## src/sv/assert_macros.svh

```systemverilog
// Assertion macros shared by the regulator RTL.
`ifndef ASSERT_MACROS_SVH
`define ASSERT_MACROS_SVH

// Consequent must hold in the same cycle as the antecedent.
`define ASSERT_IMPLIES(label, clk, rst_n, ante, cons) \
    label: assert property (@(posedge clk) disable iff (!rst_n) (ante) |-> (cons)) \
        else $error("assertion failed: ante -> cons");

// Consequent must hold in the cycle after the antecedent.
`define ASSERT_NEXT(label, clk, rst_n, ante, cons) \
    label: assert property (@(posedge clk) disable iff (!rst_n) (ante) |=> (cons)) \
        else $error("assertion failed: ante => cons");

`endif

```

## src/sv/sdvr_pkg.sv

```systemverilog
// Types and constants of the stepped DAC voltage regulator.
`default_nettype none

package sdvr_pkg;

    localparam int unsigned MV_BITS    = 16;
    localparam int unsigned FLOOR_BITS = 12;
    localparam int unsigned STEP_BITS  = 8;
    localparam int unsigned CFG_DATA_BITS = 16;
    localparam int unsigned CFG_IDX_BITS  = 3;

    typedef enum logic [1:0] {
        ST_NONE    = 2'd0,
        ST_STEPPED = 2'd1,
        ST_LIMIT   = 2'd2
    } t_status;

    typedef enum logic [CFG_IDX_BITS-1:0] {
        REG_GOAL_MV          = 3'd0,
        REG_FLOOR_CODE       = 3'd1,
        REG_STRICT_FLOOR     = 3'd2,
        REG_COARSE_THRESHOLD = 3'd3,
        REG_MEDIUM_THRESHOLD = 3'd4,
        REG_COARSE_STEP      = 3'd5,
        REG_MEDIUM_STEP      = 3'd6,
        REG_FINE_STEP        = 3'd7
    } t_reg_idx;

    typedef struct packed {
        logic [MV_BITS-1:0]    goal_mv;
        logic [FLOOR_BITS-1:0] floor_code;
        logic                  strict_floor;
        logic [MV_BITS-1:0]    coarse_threshold;
        logic [MV_BITS-1:0]    medium_threshold;
        logic [STEP_BITS-1:0]  coarse_step;
        logic [STEP_BITS-1:0]  medium_step;
        logic [STEP_BITS-1:0]  fine_step;
    } t_sdvr_cfg;

    localparam logic [MV_BITS-1:0]   RST_COARSE_THRESHOLD = 16'd300;
    localparam logic [MV_BITS-1:0]   RST_MEDIUM_THRESHOLD = 16'd100;
    localparam logic [STEP_BITS-1:0] RST_COARSE_STEP      = 8'd30;
    localparam logic [STEP_BITS-1:0] RST_MEDIUM_STEP      = 8'd15;
    localparam logic [STEP_BITS-1:0] RST_FINE_STEP        = 8'd1;

endpackage

`default_nettype wire

```

## src/sv/sdvr_in_if.sv

```systemverilog
// Measurement channel: valid, ready and one measured voltage.
`default_nettype none

interface sdvr_in_if;
    logic        valid;
    logic        ready;
    logic [15:0] measured_mv;

    modport source (output valid, output measured_mv, input ready);
    modport sink   (input valid, input measured_mv, output ready);
endinterface

`default_nettype wire

```

## src/sv/sdvr_out_if.sv

```systemverilog
// Result channel: valid, ready, DAC code and status.
`default_nettype none

interface sdvr_out_if #(
    parameter int unsigned CODE_BITS = 12
);
    logic                 valid;
    logic                 ready;
    logic [CODE_BITS-1:0] dac_code;
    logic [1:0]           status;

    modport source (output valid, output dac_code, output status, input ready);
    modport sink   (input valid, input dac_code, input status, output ready);
endinterface

`default_nettype wire

```

## src/sv/sdvr_cfg.sv

```systemverilog
// Configuration register file of the regulator.
`default_nettype none

module sdvr_cfg
    import sdvr_pkg::*;
(
    input  wire logic                     i_clk,
    input  wire logic                     i_rst_n,
    input  wire logic                     i_we,
    input  wire logic [CFG_IDX_BITS-1:0]  i_idx,
    input  wire logic [CFG_DATA_BITS-1:0] i_data,
    output t_sdvr_cfg                     o_cfg
);

    t_sdvr_cfg r_cfg;
    t_sdvr_cfg n_cfg;

    always_comb begin
        n_cfg = r_cfg;
        if (i_we) begin
            unique case (t_reg_idx'(i_idx))
                REG_GOAL_MV:          n_cfg.goal_mv          = i_data;
                REG_FLOOR_CODE:       n_cfg.floor_code       = i_data[FLOOR_BITS-1:0];
                REG_STRICT_FLOOR:     n_cfg.strict_floor     = i_data[0];
                REG_COARSE_THRESHOLD: n_cfg.coarse_threshold = i_data;
                REG_MEDIUM_THRESHOLD: n_cfg.medium_threshold = i_data;
                REG_COARSE_STEP:      n_cfg.coarse_step      = i_data[STEP_BITS-1:0];
                REG_MEDIUM_STEP:      n_cfg.medium_step      = i_data[STEP_BITS-1:0];
                REG_FINE_STEP:        n_cfg.fine_step        = i_data[STEP_BITS-1:0];
                default:              n_cfg = r_cfg;
            endcase
        end
    end

    always_ff @(posedge i_clk) begin
        if (!i_rst_n) begin
            r_cfg.goal_mv          <= '0;
            r_cfg.floor_code       <= '0;
            r_cfg.strict_floor     <= 1'b0;
            r_cfg.coarse_threshold <= RST_COARSE_THRESHOLD;
            r_cfg.medium_threshold <= RST_MEDIUM_THRESHOLD;
            r_cfg.coarse_step      <= RST_COARSE_STEP;
            r_cfg.medium_step      <= RST_MEDIUM_STEP;
            r_cfg.fine_step        <= RST_FINE_STEP;
        end else begin
            r_cfg <= n_cfg;
        end
    end

    assign o_cfg = r_cfg;

endmodule

`default_nettype wire

```

## src/sv/sdvr_step.sv

```systemverilog
// Step logic: pick a step size, move the code, saturate and clamp to the floor.
`default_nettype none

module sdvr_step
    import sdvr_pkg::*;
#(
    parameter int unsigned CODE_BITS = 12
) (
    input  wire logic [MV_BITS-1:0]   i_meas,
    input  wire logic [CODE_BITS-1:0] i_code,
    input  wire t_sdvr_cfg            i_cfg,
    output logic      [CODE_BITS-1:0] o_code,
    output t_status                   o_status
);

    localparam int unsigned FW = (CODE_BITS > FLOOR_BITS) ? CODE_BITS : FLOOR_BITS;
    localparam logic [CODE_BITS-1:0] CODE_MAX = {CODE_BITS{1'b1}};

    logic                 raise;
    logic                 lower;
    logic [MV_BITS-1:0]   err;
    logic [STEP_BITS-1:0] step;
    logic [CODE_BITS:0]   diff;
    logic [CODE_BITS:0]   sum;
    logic [CODE_BITS-1:0] sub_code;
    logic [CODE_BITS-1:0] add_code;
    logic [FW-1:0]        floor_w;
    logic [CODE_BITS-1:0] eff_floor;

    assign raise = i_meas < i_cfg.goal_mv;
    assign lower = i_meas > i_cfg.goal_mv;
    assign err   = raise ? (i_cfg.goal_mv - i_meas) : (i_meas - i_cfg.goal_mv);

    // Thresholds are tested coarse first, even if misordered.
    always_comb begin
        if (err >= i_cfg.coarse_threshold) begin
            step = i_cfg.coarse_step;
        end else if (err >= i_cfg.medium_threshold) begin
            step = i_cfg.medium_step;
        end else begin
            step = i_cfg.fine_step;
        end
    end

    assign diff     = (CODE_BITS+1)'(i_code) - (CODE_BITS+1)'(step);
    assign sum      = (CODE_BITS+1)'(i_code) + (CODE_BITS+1)'(step);
    assign sub_code = diff[CODE_BITS] ? '0 : diff[CODE_BITS-1:0];
    assign add_code = sum[CODE_BITS] ? CODE_MAX : sum[CODE_BITS-1:0];

    // A floor beyond the code range acts as the all-ones code.
    assign floor_w   = FW'(i_cfg.floor_code);
    assign eff_floor = (floor_w > FW'(CODE_MAX)) ? CODE_MAX : CODE_BITS'(floor_w);

    always_comb begin
        o_code   = i_code;
        o_status = ST_NONE;
        if (raise) begin
            if ((i_code == '0) || (i_cfg.strict_floor && (i_code <= eff_floor))) begin
                o_status = ST_LIMIT;
            end else begin
                o_code   = (sub_code < eff_floor) ? eff_floor : sub_code;
                o_status = ST_STEPPED;
            end
        end else if (lower) begin
            if (i_code == CODE_MAX) begin
                o_status = ST_LIMIT;
            end else begin
                o_code   = (add_code < eff_floor) ? eff_floor : add_code;
                o_status = ST_STEPPED;
            end
        end
    end

endmodule

`default_nettype wire

```

## src/sv/stepped_dac_voltage_regulator_top.sv

```systemverilog
// Top level of the stepped DAC voltage regulator.
//
//  channel   dir  handshake        payload
//  i_in      in   valid / ready    measured_mv[15:0]
//  o_out     out  valid / ready    dac_code[CODE_BITS-1:0], status[1:0]
//  i_cfg_*   in   write enable     i_cfg_idx[2:0], i_cfg_data[15:0]
//
// A measurement passes through the input register and then the result
// register. One item per cycle is sustained while o_out.ready stays high;
// the stored code loop closes through the combinational step logic.
// Reset (synchronous, active low) sets the code to all ones and loads the
// register defaults. A stalled output holds the result register, and the
// input register then holds its item; i_in.ready drops only when both are full.
`default_nettype none

`include "assert_macros.svh"

module stepped_dac_voltage_regulator_top
    import sdvr_pkg::*;
#(
    parameter int unsigned CODE_BITS = 12
) (
    input  wire logic                     i_clk,
    input  wire logic                     i_rst_n,
    sdvr_in_if.sink                       i_in,
    sdvr_out_if.source                    o_out,
    input  wire logic                     i_cfg_we,
    input  wire logic [CFG_IDX_BITS-1:0]  i_cfg_idx,
    input  wire logic [CFG_DATA_BITS-1:0] i_cfg_data
);

    t_sdvr_cfg cfg;

    // Input stage.
    logic               r_in_valid;
    logic [MV_BITS-1:0] r_meas;

    // Result stage and stored code.
    logic                 r_out_valid;
    logic [CODE_BITS-1:0] r_dac;
    t_status              r_status;
    logic [CODE_BITS-1:0] r_code;

    logic                 n_code_calc;
    logic [CODE_BITS-1:0] n_code;
    t_status              n_status;
    logic                 advance;
    logic                 in_take;

    assign n_code_calc = 1'b1;

    sdvr_cfg u_cfg (
        .i_clk   (i_clk),
        .i_rst_n (i_rst_n),
        .i_we    (i_cfg_we),
        .i_idx   (i_cfg_idx),
        .i_data  (i_cfg_data),
        .o_cfg   (cfg)
    );

    sdvr_step #(
        .CODE_BITS (CODE_BITS)
    ) u_step (
        .i_meas   (r_meas),
        .i_code   (r_code),
        .i_cfg    (cfg),
        .o_code   (n_code),
        .o_status (n_status)
    );

    // Move the held item into the result register when that register is free
    // or being drained this cycle.
    assign advance    = r_in_valid && n_code_calc && (!r_out_valid || o_out.ready);
    assign i_in.ready = !r_in_valid || advance;
    assign in_take    = i_in.valid && i_in.ready;

    always_ff @(posedge i_clk) begin
        if (!i_rst_n) begin
            r_in_valid <= 1'b0;
        end else if (i_in.ready) begin
            r_in_valid <= i_in.valid;
        end
    end

    // Capture the measurement; hold it while stalled.
    always_ff @(posedge i_clk) begin
        if (in_take) begin
            r_meas <= i_in.measured_mv;
        end
    end

    always_ff @(posedge i_clk) begin
        if (!i_rst_n) begin
            r_out_valid <= 1'b0;
            r_code      <= {CODE_BITS{1'b1}};
        end else begin
            if (advance) begin
                r_out_valid <= 1'b1;
                r_code      <= n_code;
            end else if (o_out.ready) begin
                r_out_valid <= 1'b0;
            end
        end
    end

    always_ff @(posedge i_clk) begin
        if (advance) begin
            r_dac    <= n_code;
            r_status <= n_status;
        end
    end

    assign o_out.valid    = r_out_valid;
    assign o_out.dac_code = r_dac;
    assign o_out.status   = r_status;

    `ASSERT_IMPLIES(a_out_matches_code, i_clk, i_rst_n, r_out_valid, r_dac == r_code)
    `ASSERT_IMPLIES(a_limit_holds_code, i_clk, i_rst_n, advance && (n_status == ST_LIMIT), n_code == r_code)
    `ASSERT_IMPLIES(a_ready_when_empty, i_clk, i_rst_n, !r_out_valid, i_in.ready)
    `ASSERT_NEXT(a_advance_fills_out, i_clk, i_rst_n, advance, r_out_valid)

endmodule

`default_nettype wire
```

## src/flat_wrapper.sv

```systemverilog
// flat-port wrapper written by rule: the top's interface ports become plain ports
module stepped_dac_voltage_regulator_top_flat import sdvr_pkg::*;
#(
    parameter int unsigned CODE_BITS = 12
)
  (i_clk, i_rst_n, i_cfg_we, i_cfg_idx, i_cfg_data, i_in_valid, i_in_measured_mv, i_in_ready, o_out_valid, o_out_dac_code, o_out_status, o_out_ready);
  sdvr_in_if i_in_i ();
  sdvr_out_if #(.CODE_BITS(CODE_BITS)) o_out_i ();
  input  wire logic i_clk;
  input  wire logic i_rst_n;
  input  wire logic i_cfg_we;
  input  wire logic [CFG_IDX_BITS-1:0] i_cfg_idx;
  input  wire logic [CFG_DATA_BITS-1:0] i_cfg_data;
  input wire logic [$bits(i_in_i.valid)-1:0] i_in_valid;
  input wire logic [$bits(i_in_i.measured_mv)-1:0] i_in_measured_mv;
  output wire logic [$bits(i_in_i.ready)-1:0] i_in_ready;
  output wire logic [$bits(o_out_i.valid)-1:0] o_out_valid;
  output wire logic [$bits(o_out_i.dac_code)-1:0] o_out_dac_code;
  output wire logic [$bits(o_out_i.status)-1:0] o_out_status;
  input wire logic [$bits(o_out_i.ready)-1:0] o_out_ready;
  assign i_in_i.valid = i_in_valid;
  assign i_in_i.measured_mv = i_in_measured_mv;
  assign i_in_ready = i_in_i.ready;
  assign o_out_valid = o_out_i.valid;
  assign o_out_dac_code = o_out_i.dac_code;
  assign o_out_status = o_out_i.status;
  assign o_out_i.ready = o_out_ready;
  stepped_dac_voltage_regulator_top #(.CODE_BITS(CODE_BITS)) u_core (.i_clk(i_clk), .i_rst_n(i_rst_n), .i_in(i_in_i), .o_out(o_out_i), .i_cfg_we(i_cfg_we), .i_cfg_idx(i_cfg_idx), .i_cfg_data(i_cfg_data));
endmodule
```

## config.mk

```make
export PLATFORM = sky130hd
export DESIGN_NAME = stepped_dac_voltage_regulator_top_flat
export DESIGN_NICKNAME = d
export VERILOG_FILES = /design/src/sv/sdvr_pkg.sv /design/src/sv/sdvr_in_if.sv /design/src/sv/sdvr_out_if.sv /design/src/sv/sdvr_cfg.sv /design/src/sv/sdvr_step.sv /design/src/sv/stepped_dac_voltage_regulator_top.sv /design/src/flat_wrapper.sv
export VERILOG_INCLUDE_DIRS = /design/src /design/src/sv
export SDC_FILE = /design/constraint.sdc
export NUM_CORES = 1
export LEC_CHECK = 0
export BUFFER_PORTS_ARGS = -buffer_cell sky130_fd_sc_hd__buf_2
export CAP_MARGIN = 10
export CELL_PAD_IN_SITES_DETAIL_PLACEMENT = 0
export CELL_PAD_IN_SITES_GLOBAL_PLACEMENT = 1
export CORE_ASPECT_RATIO = 1.4
export CORE_UTILIZATION = 44
export CTS_BUF_LIST = sky130_fd_sc_hd__clkbuf_2 sky130_fd_sc_hd__clkbuf_4 sky130_fd_sc_hd__clkbuf_8
export CTS_CLUSTER_DIAMETER = 30
export DETAILED_ROUTE_END_ITERATION = 12
export GPL_ROUTABILITY_DRIVEN = 0
export HOLD_SLACK_MARGIN = 0.08
export PLACE_DENSITY = 0.77
export SLEW_MARGIN = 20
export SYNTH_ARGS = -nofsm -noshare
export SYNTH_HDL_FRONTEND = slang
export SYNTH_SLANG_ARGS = --single-unit
```

## constraint.sdc

```tcl
create_clock -name i_clk -period 8.2 [get_ports i_clk]
set_input_delay 1.23 -clock i_clk [delete_from_list [all_inputs] [get_ports i_clk]]
set_output_delay 1.23 -clock i_clk [all_outputs]
set_load 0.01 [all_outputs]
```

Yosys cells after proc, flatten, opt, wreduce, memory -nomap -nowiden:

Cells that the tools add are included.

* reduce and logical (&&, ||, !) cells: 19
* add/subtract/negate cells: 4
* mux-type cells: 18
* magnitude comparators: 8
* equal/unequal tests: 8

Operators by type and width (count)
* 12-bit two-way mux: 9
* 16-bit >= comparator: 2
* 16-bit subtractor: 2
* 12-bit less-than comparator: 2
* 16-bit greater-than comparator: 1
* 16-bit less-than comparator: 1
* 16-bit two-way mux: 1
* 8-bit two-way mux: 2
* 2-bit AND reduction: 8
* 12-bit by 8-bit adder with 13-bit output: 1
* 12-bit by 8-bit subtractor with 13-bit output: 1
* 12-bit equality test, second input constant: 1
* 3-bit equality test, second input constant: 4
* 12-bit greater-than comparator, second input constant: 1
* 12-bit less-or-equal comparator: 1
* 12-bit logical NOT: 1
* 2-bit two-way mux: 4
* 3-bit by 2-bit equality test with 1-bit output, second input constant: 2
* 3-bit by 1-bit equality test with 1-bit output, second input constant: 1
* 1-bit logical AND: 3
* 3-bit logical NOT: 1
* 1-bit logical OR: 3
* 1-bit logical NOT: 2
* 1-bit two-way mux: 2
* 2-bit nonzero test: 1

* register bits: 129
* input port bits: 40

Depth between registers and ports, before layout:

* word-level depth: 12
* mapped depth: 42

Cells and area by module:

A second synthesis with hierarchy kept.

* cell total of the unflattened synthesis: 1120
* area total of the unflattened synthesis: 9920.8 µm²

Modules (own cells, without submodules)
* sdvr_step: seq. area each 0.0 µm², area each 5202.5 µm², cells an instance 715, instances 1
* sdvr_cfg: seq. area each 1701.6 µm², area each 3246.9 µm², cells an instance 313, instances 1
* stepped_dac_voltage_regulator_top: seq. area each 1181.1 µm², area each 1471.4 µm², cells an instance 92, instances 1

Worst setup path before layout:

OpenSTA, ideal clock, no wires.

* kind: reg-to-reg
* start: register u_core.r_meas[0]
* end: register u_core.r_dac[9] (netlist: u_core.o_out.dac_code[9]), data pin
* arrival: 8781 ps
* cell stages (with the launch flop): 39
* path slack: -847 ps
* library setup time: 265 ps
* path buffers: 3
* cell sequence: edfxtp_1 inv_1 ha_1 inv_1 fa_1 a21o_1 a221o_1 o311ai_4 nand2_2 a211o_1 a21o_1 a31oi_1 xnor2_1 ha_1 a21o_1 a21o_1 a221oi_1 o21ai_0 [... 3 more ...] ha_1 clkbuf_1 nand2b_1 o211ai_1 a31o_2 and2_1 clkbuf_1 nor2_1 mux2i_1 inv_1 ha_1 nand4_1 or4_1 a31oi_1 or2_2 buf_2 a211oi_1 or3_1

* word-level cells in the longest chain between the ends: 12

Ends and longest elaborated chain
* start: declaration: line stepped_dac_voltage_regulator_top.sv:36 `logic [MV_BITS-1:0] r_meas;`
* start signal: assignment: line stepped_dac_voltage_regulator_top.sv:88 `r_meas <= i_in.measured_mv;`
* 16-bit subtractor or 16-bit less-than comparator (tied branches): line sdvr_step.sv:32, sdvr_step.sv:30
* 16-bit two-way mux: line sdvr_step.sv:32 `assign err = raise ? (i_cfg.goal_mv - i_meas) : (i_meas - i_cfg.goal_mv);`
* 16-bit >= comparator: line sdvr_step.sv:38 `end else if (err >= i_cfg.medium_threshold) begin`
* 8-bit two-way mux: line sdvr_step.sv:38
* 8-bit two-way mux: line sdvr_step.sv:36 `if (err >= i_cfg.coarse_threshold) begin`
* 12-bit by 8-bit adder with 13-bit output: line sdvr_step.sv:46 `assign sum = (CODE_BITS+1)'(i_code) + (CODE_BITS+1)'(step);`
* 12-bit two-way mux: line sdvr_step.sv:48 `assign add_code = sum[CODE_BITS] ? CODE_MAX : sum[CODE_BITS-1:0];`
* 12-bit less-than comparator: line sdvr_step.sv:68 `o_code = (add_code < eff_floor) ? eff_floor : add_code;`
* 12-bit two-way mux: line sdvr_step.sv:68
* 12-bit two-way mux: line sdvr_step.sv:65 `if (i_code == CODE_MAX) begin`
* 12-bit two-way mux: line sdvr_step.sv:64 `end else if (lower) begin`
* 12-bit two-way mux *: line sdvr_step.sv:57 `if (raise) begin`
* net u_core.n_code[9]: line stepped_dac_voltage_regulator_top.sv:45 `logic [CODE_BITS-1:0] n_code;`
* end signal: assignment: line stepped_dac_voltage_regulator_top.sv:108 `r_dac <= n_code;`
* end: declaration: line stepped_dac_voltage_regulator_top.sv:40 `logic [CODE_BITS-1:0] r_dac;`

Mark *: on every way through the listed nets, which the timed path passes. The rest lies on a longest branch.
A chain may end at the register's enable or synchronous reset.

Worst setup path in the final report:

Ends and elaborated chain as after synthesis.

==> impl_results.md <==
- Status: complete, but fails checks
- Violations in the final reports: negative setup slack
- Clock latency of the later-clocked register in the worst-skew pair: 0.49 ns
- Core box area: 21,200 sq um
- Number of remaining DRC errors: 0
- Worst max-slew margin expressed relative to the limit: roughly 36%
- Post-route clock period utilization: 106%
- Vias per Instance: roughly 5.6
- Maximum fanout along the worst path: 6
- Number of global-route vias before repair: approximately 9,300
- Post-synthesis instance area: ~9500 sq um
- Kind of critical path: reg -> reg
- Clock root buffer master: clkbuf_8
- Nets@finish: roughly 1,600
- Count of mapped cells out of synthesis: 1,179
- FF+latch count, synth: 129
- Type of element launching the critical path: flip-flop
- Shortest period the worst path allows: between 8 and 9 ns
- FFs w/ async S/R, synth: 0%
- Unrepaired setup endpoints after global routing: true
- Transition at the pin with the smallest max-transition slack: roughly 0.95 ns
- Setup Slack @ Placement: -0.712 ns
- Die boundary height: 176 um
- Port Buffers: 55
- Synth Net Count: 1,339
- Peak ir drop on the vdd network: roughly 0.00017 V
- Number of maximum-capacitance constraint violations: 0
- Top_reg_cell synth: dfxtp_1
- Total wirelength of the detailed-routed design: between 30,000 and 40,000 um
- Number of setup violations in the final report: 24
- Initial core utilization: between 40 and 50%
- Delay contributed by the slowest stage of the critical path: ~0.45 ns
- Distinct cell type count of the synthesized netlist: 75
- TritonCTS clock tree: done
- Number of hold violations in the final report: 0
- Detailed router's first-iteration violation count: 578
- Clock Skews: about 0.010 ns
- Total grt overflow: 0
- First-pass iteration count of the detailed router: 5
- I/O pins: between 50 and 60
- Row Count: between 60 and 70
- Filler Cell Count: roughly 1,800
- Type of element capturing the critical path: flip-flop
- CTS sink count: between 100 and 150
- Proportion of layout cells with a drive suffix above 1: a little over a third
- Antenna cell count: 0
- Standby leakage power: approximately 5.5 nW
- Slowest CP cell: or4_4
- Highest attainable clock frequency: about 120 MHz
- Area after detailed placement: around 11,000 sq um
- PnR worst setup slack: -0.451 ns
- Wire length of the first global-routing pass: approximately 48,000 um
- Count of vias placed by the detailed router: about 9,600
- Clock slew seen by the registers of the worst setup and hold paths: 0.07 ns
- Final total negative setup slack: -7.21 ns
- Hpwl dp: around 23,000 um
- Arr. time, crit path: 8.88 ns
- Antenna viol nets, final: 0
- Worst EP required: roughly 8.4 ns
- Quantity of hold-fixing buffers added after cts: 0
- Proportion of synthesized chip area in sequential cells: a little under a third
- Overall routing resource usage: between 20% and 30%
- Number of slew-limit violations in the final report: 0
- Hold crit path type: reg -> reg
- Overall die width: about 130 um
- Number of antenna violations at the first check in global routing: 1
- Warning count from the yosys run: 0
- Worst hold slack across all endpoints: between 0.4 and 0.5 ns
- Number of buffers added by the clock tree synthesis step: 17
- Area added between synthesis and finish: 39.8%
- Pin count of the biggest net entering global routing: 83
- Post-Synthesis Mean Instance Area: ~8 sq um
- Buffers from clock root to sink, at most: 2
- Number of enable flip-flop cells after synthesis: 30
- Final Instance Area: 13,300 sq um
- Layout Utilization: approximately 63%
- Maximum level of the CTS H-tree: 4
- Area of the die: 22,200 sq um
- Per-cell routed wire length: around 19 um
- Power density normalized to cell area: roughly 300 nW/um^2
metal layers:
layer | GRT usage, % | wire (um) | up-vias
met5 | 0 | 11 | -
met4 | 17.3 | 2140 | 2
met3 | 4.42 | 1010 | 123
met2 | 54.9 | 17500 | 269
met1 | 27.7 | 11800 | 4542
li1 | - | - | 4647
layout make-up:
class	count	area, sq um	share of cell area [%]
Sequential cell	129	2880	21.7
Clock buffer	19	262	1.97
Timing Repair Buffer	279	2130	16.1
Tap cell	260	325	2.45
Clock inverter	13	133	0.999
Inverter	109	409	3.08
Multi-Input combinational cell	894	7130	53.7
where the power goes:
part	switching, mW	internal, mW
sequential	0.0744	0.718
clock	0.280	0.285
combinational	1.26	1.33
total	1.61	2.34
registers in the layout (all words and copies together) (netlist names):
name and flops:
u_core.r_code 12, u_core.o_out.valid 1, u_core.r_meas 16, u_core.o_out.dac_code 12, u_core.u_cfg.o_cfg 85, u_core.r_in_valid 1, u_core.o_out.status 2
path summary, 6_finish.rpt:
path / depth (start not counted) / from / to / slack [ns]
setup reg to reg: 43 / u_core.r_meas[0] / u_core.o_out.dac_code[9] / -0.45
hold / removal: 2 / u_core.u_cfg.o_cfg[50] / u_core.u_cfg.o_cfg[50] / 0.46
setup / recovery: 43 / u_core.r_meas[0] / u_core.o_out.dac_code[9] / -0.45
hold reg to reg: 2 / u_core.u_cfg.o_cfg[50] / u_core.u_cfg.o_cfg[50] / 0.46
kinds of logic (layout without fill, tap and decap cells):
logic type,count (synthesis),count (layout),synth area share [%]
simple gates,414,414,20.0
mux,44,44,4.97
fa+ha+maj,120,120,16.1
flops,129,129,30.4
xor+xnor,22,22,2.03
compound gates,294,294,20.0
buf+inv,156,420,6.52
critical path: cells and delay by family, from the launching register on:
family	cells	cell delay [ns]
buffers and inverters	12	1.45
AND/OR/NAND/NOR	13	2.12
AO/OA/AOI/OAI	10	2.18
XOR/XNOR	1	0.15
adder cells (fa/ha/maj)	5	1.41
flip-flops	1	0.39
multiplexers	2	0.67
cells in the mapped netlist, types with 19 or more instances:
cell | instances | share of area, %
nor3_1 | 32 | 1.7
nand2_1 | 212 | 8.4
a21oi_1 | 139 | 7.3
nand3_1 | 36 | 1.9
edfxtp_1 | 30 | 9.5
mux2i_1 | 19 | 2.0
inv_1 | 107 | 4.2
dfxtp_1 | 99 | 21
nor2_1 | 49 | 1.9
clkbuf_1 | 34 | 1.3
o21ai_0 | 29 | 1.5
ha_1 | 116 | 15
mux2_2 | 25 | 3.0
a21o_1 | 31 | 2.5
stage by stage:
step           total power [mW]  std cells
2_1_floorplan              1.88       1179
3_3_place_gp               2.61       1614
3_5_place_dp               2.63       1614
4_1_cts                    3.43       1672
5_1_grt                    4.15       1703
6_report                   3.95       1703
repair_timing:
item	CTS	global route
resized for setup	87	134
endpoints found under the setup margin	24	24
pin swaps	58	69
hold endpoints to repair	0	0
buffers inserted	26	33
gates cloned	0	2
layout by cell type (no fill, tap or decap), types with 21 or more instances in the layout:
master	instances
buf_2	55
nand3_1	35
edfxtp_1	30
ha_4	21
dfxtp_1	99
buf_6	23
buf_4	194
nor3_1	21
nor2_1	41
ha_1	92
nand2_1	205
a21o_1	31
a21oi_1	121
inv_1	103
No activity file was read; power rests on OpenSTA's default activity.
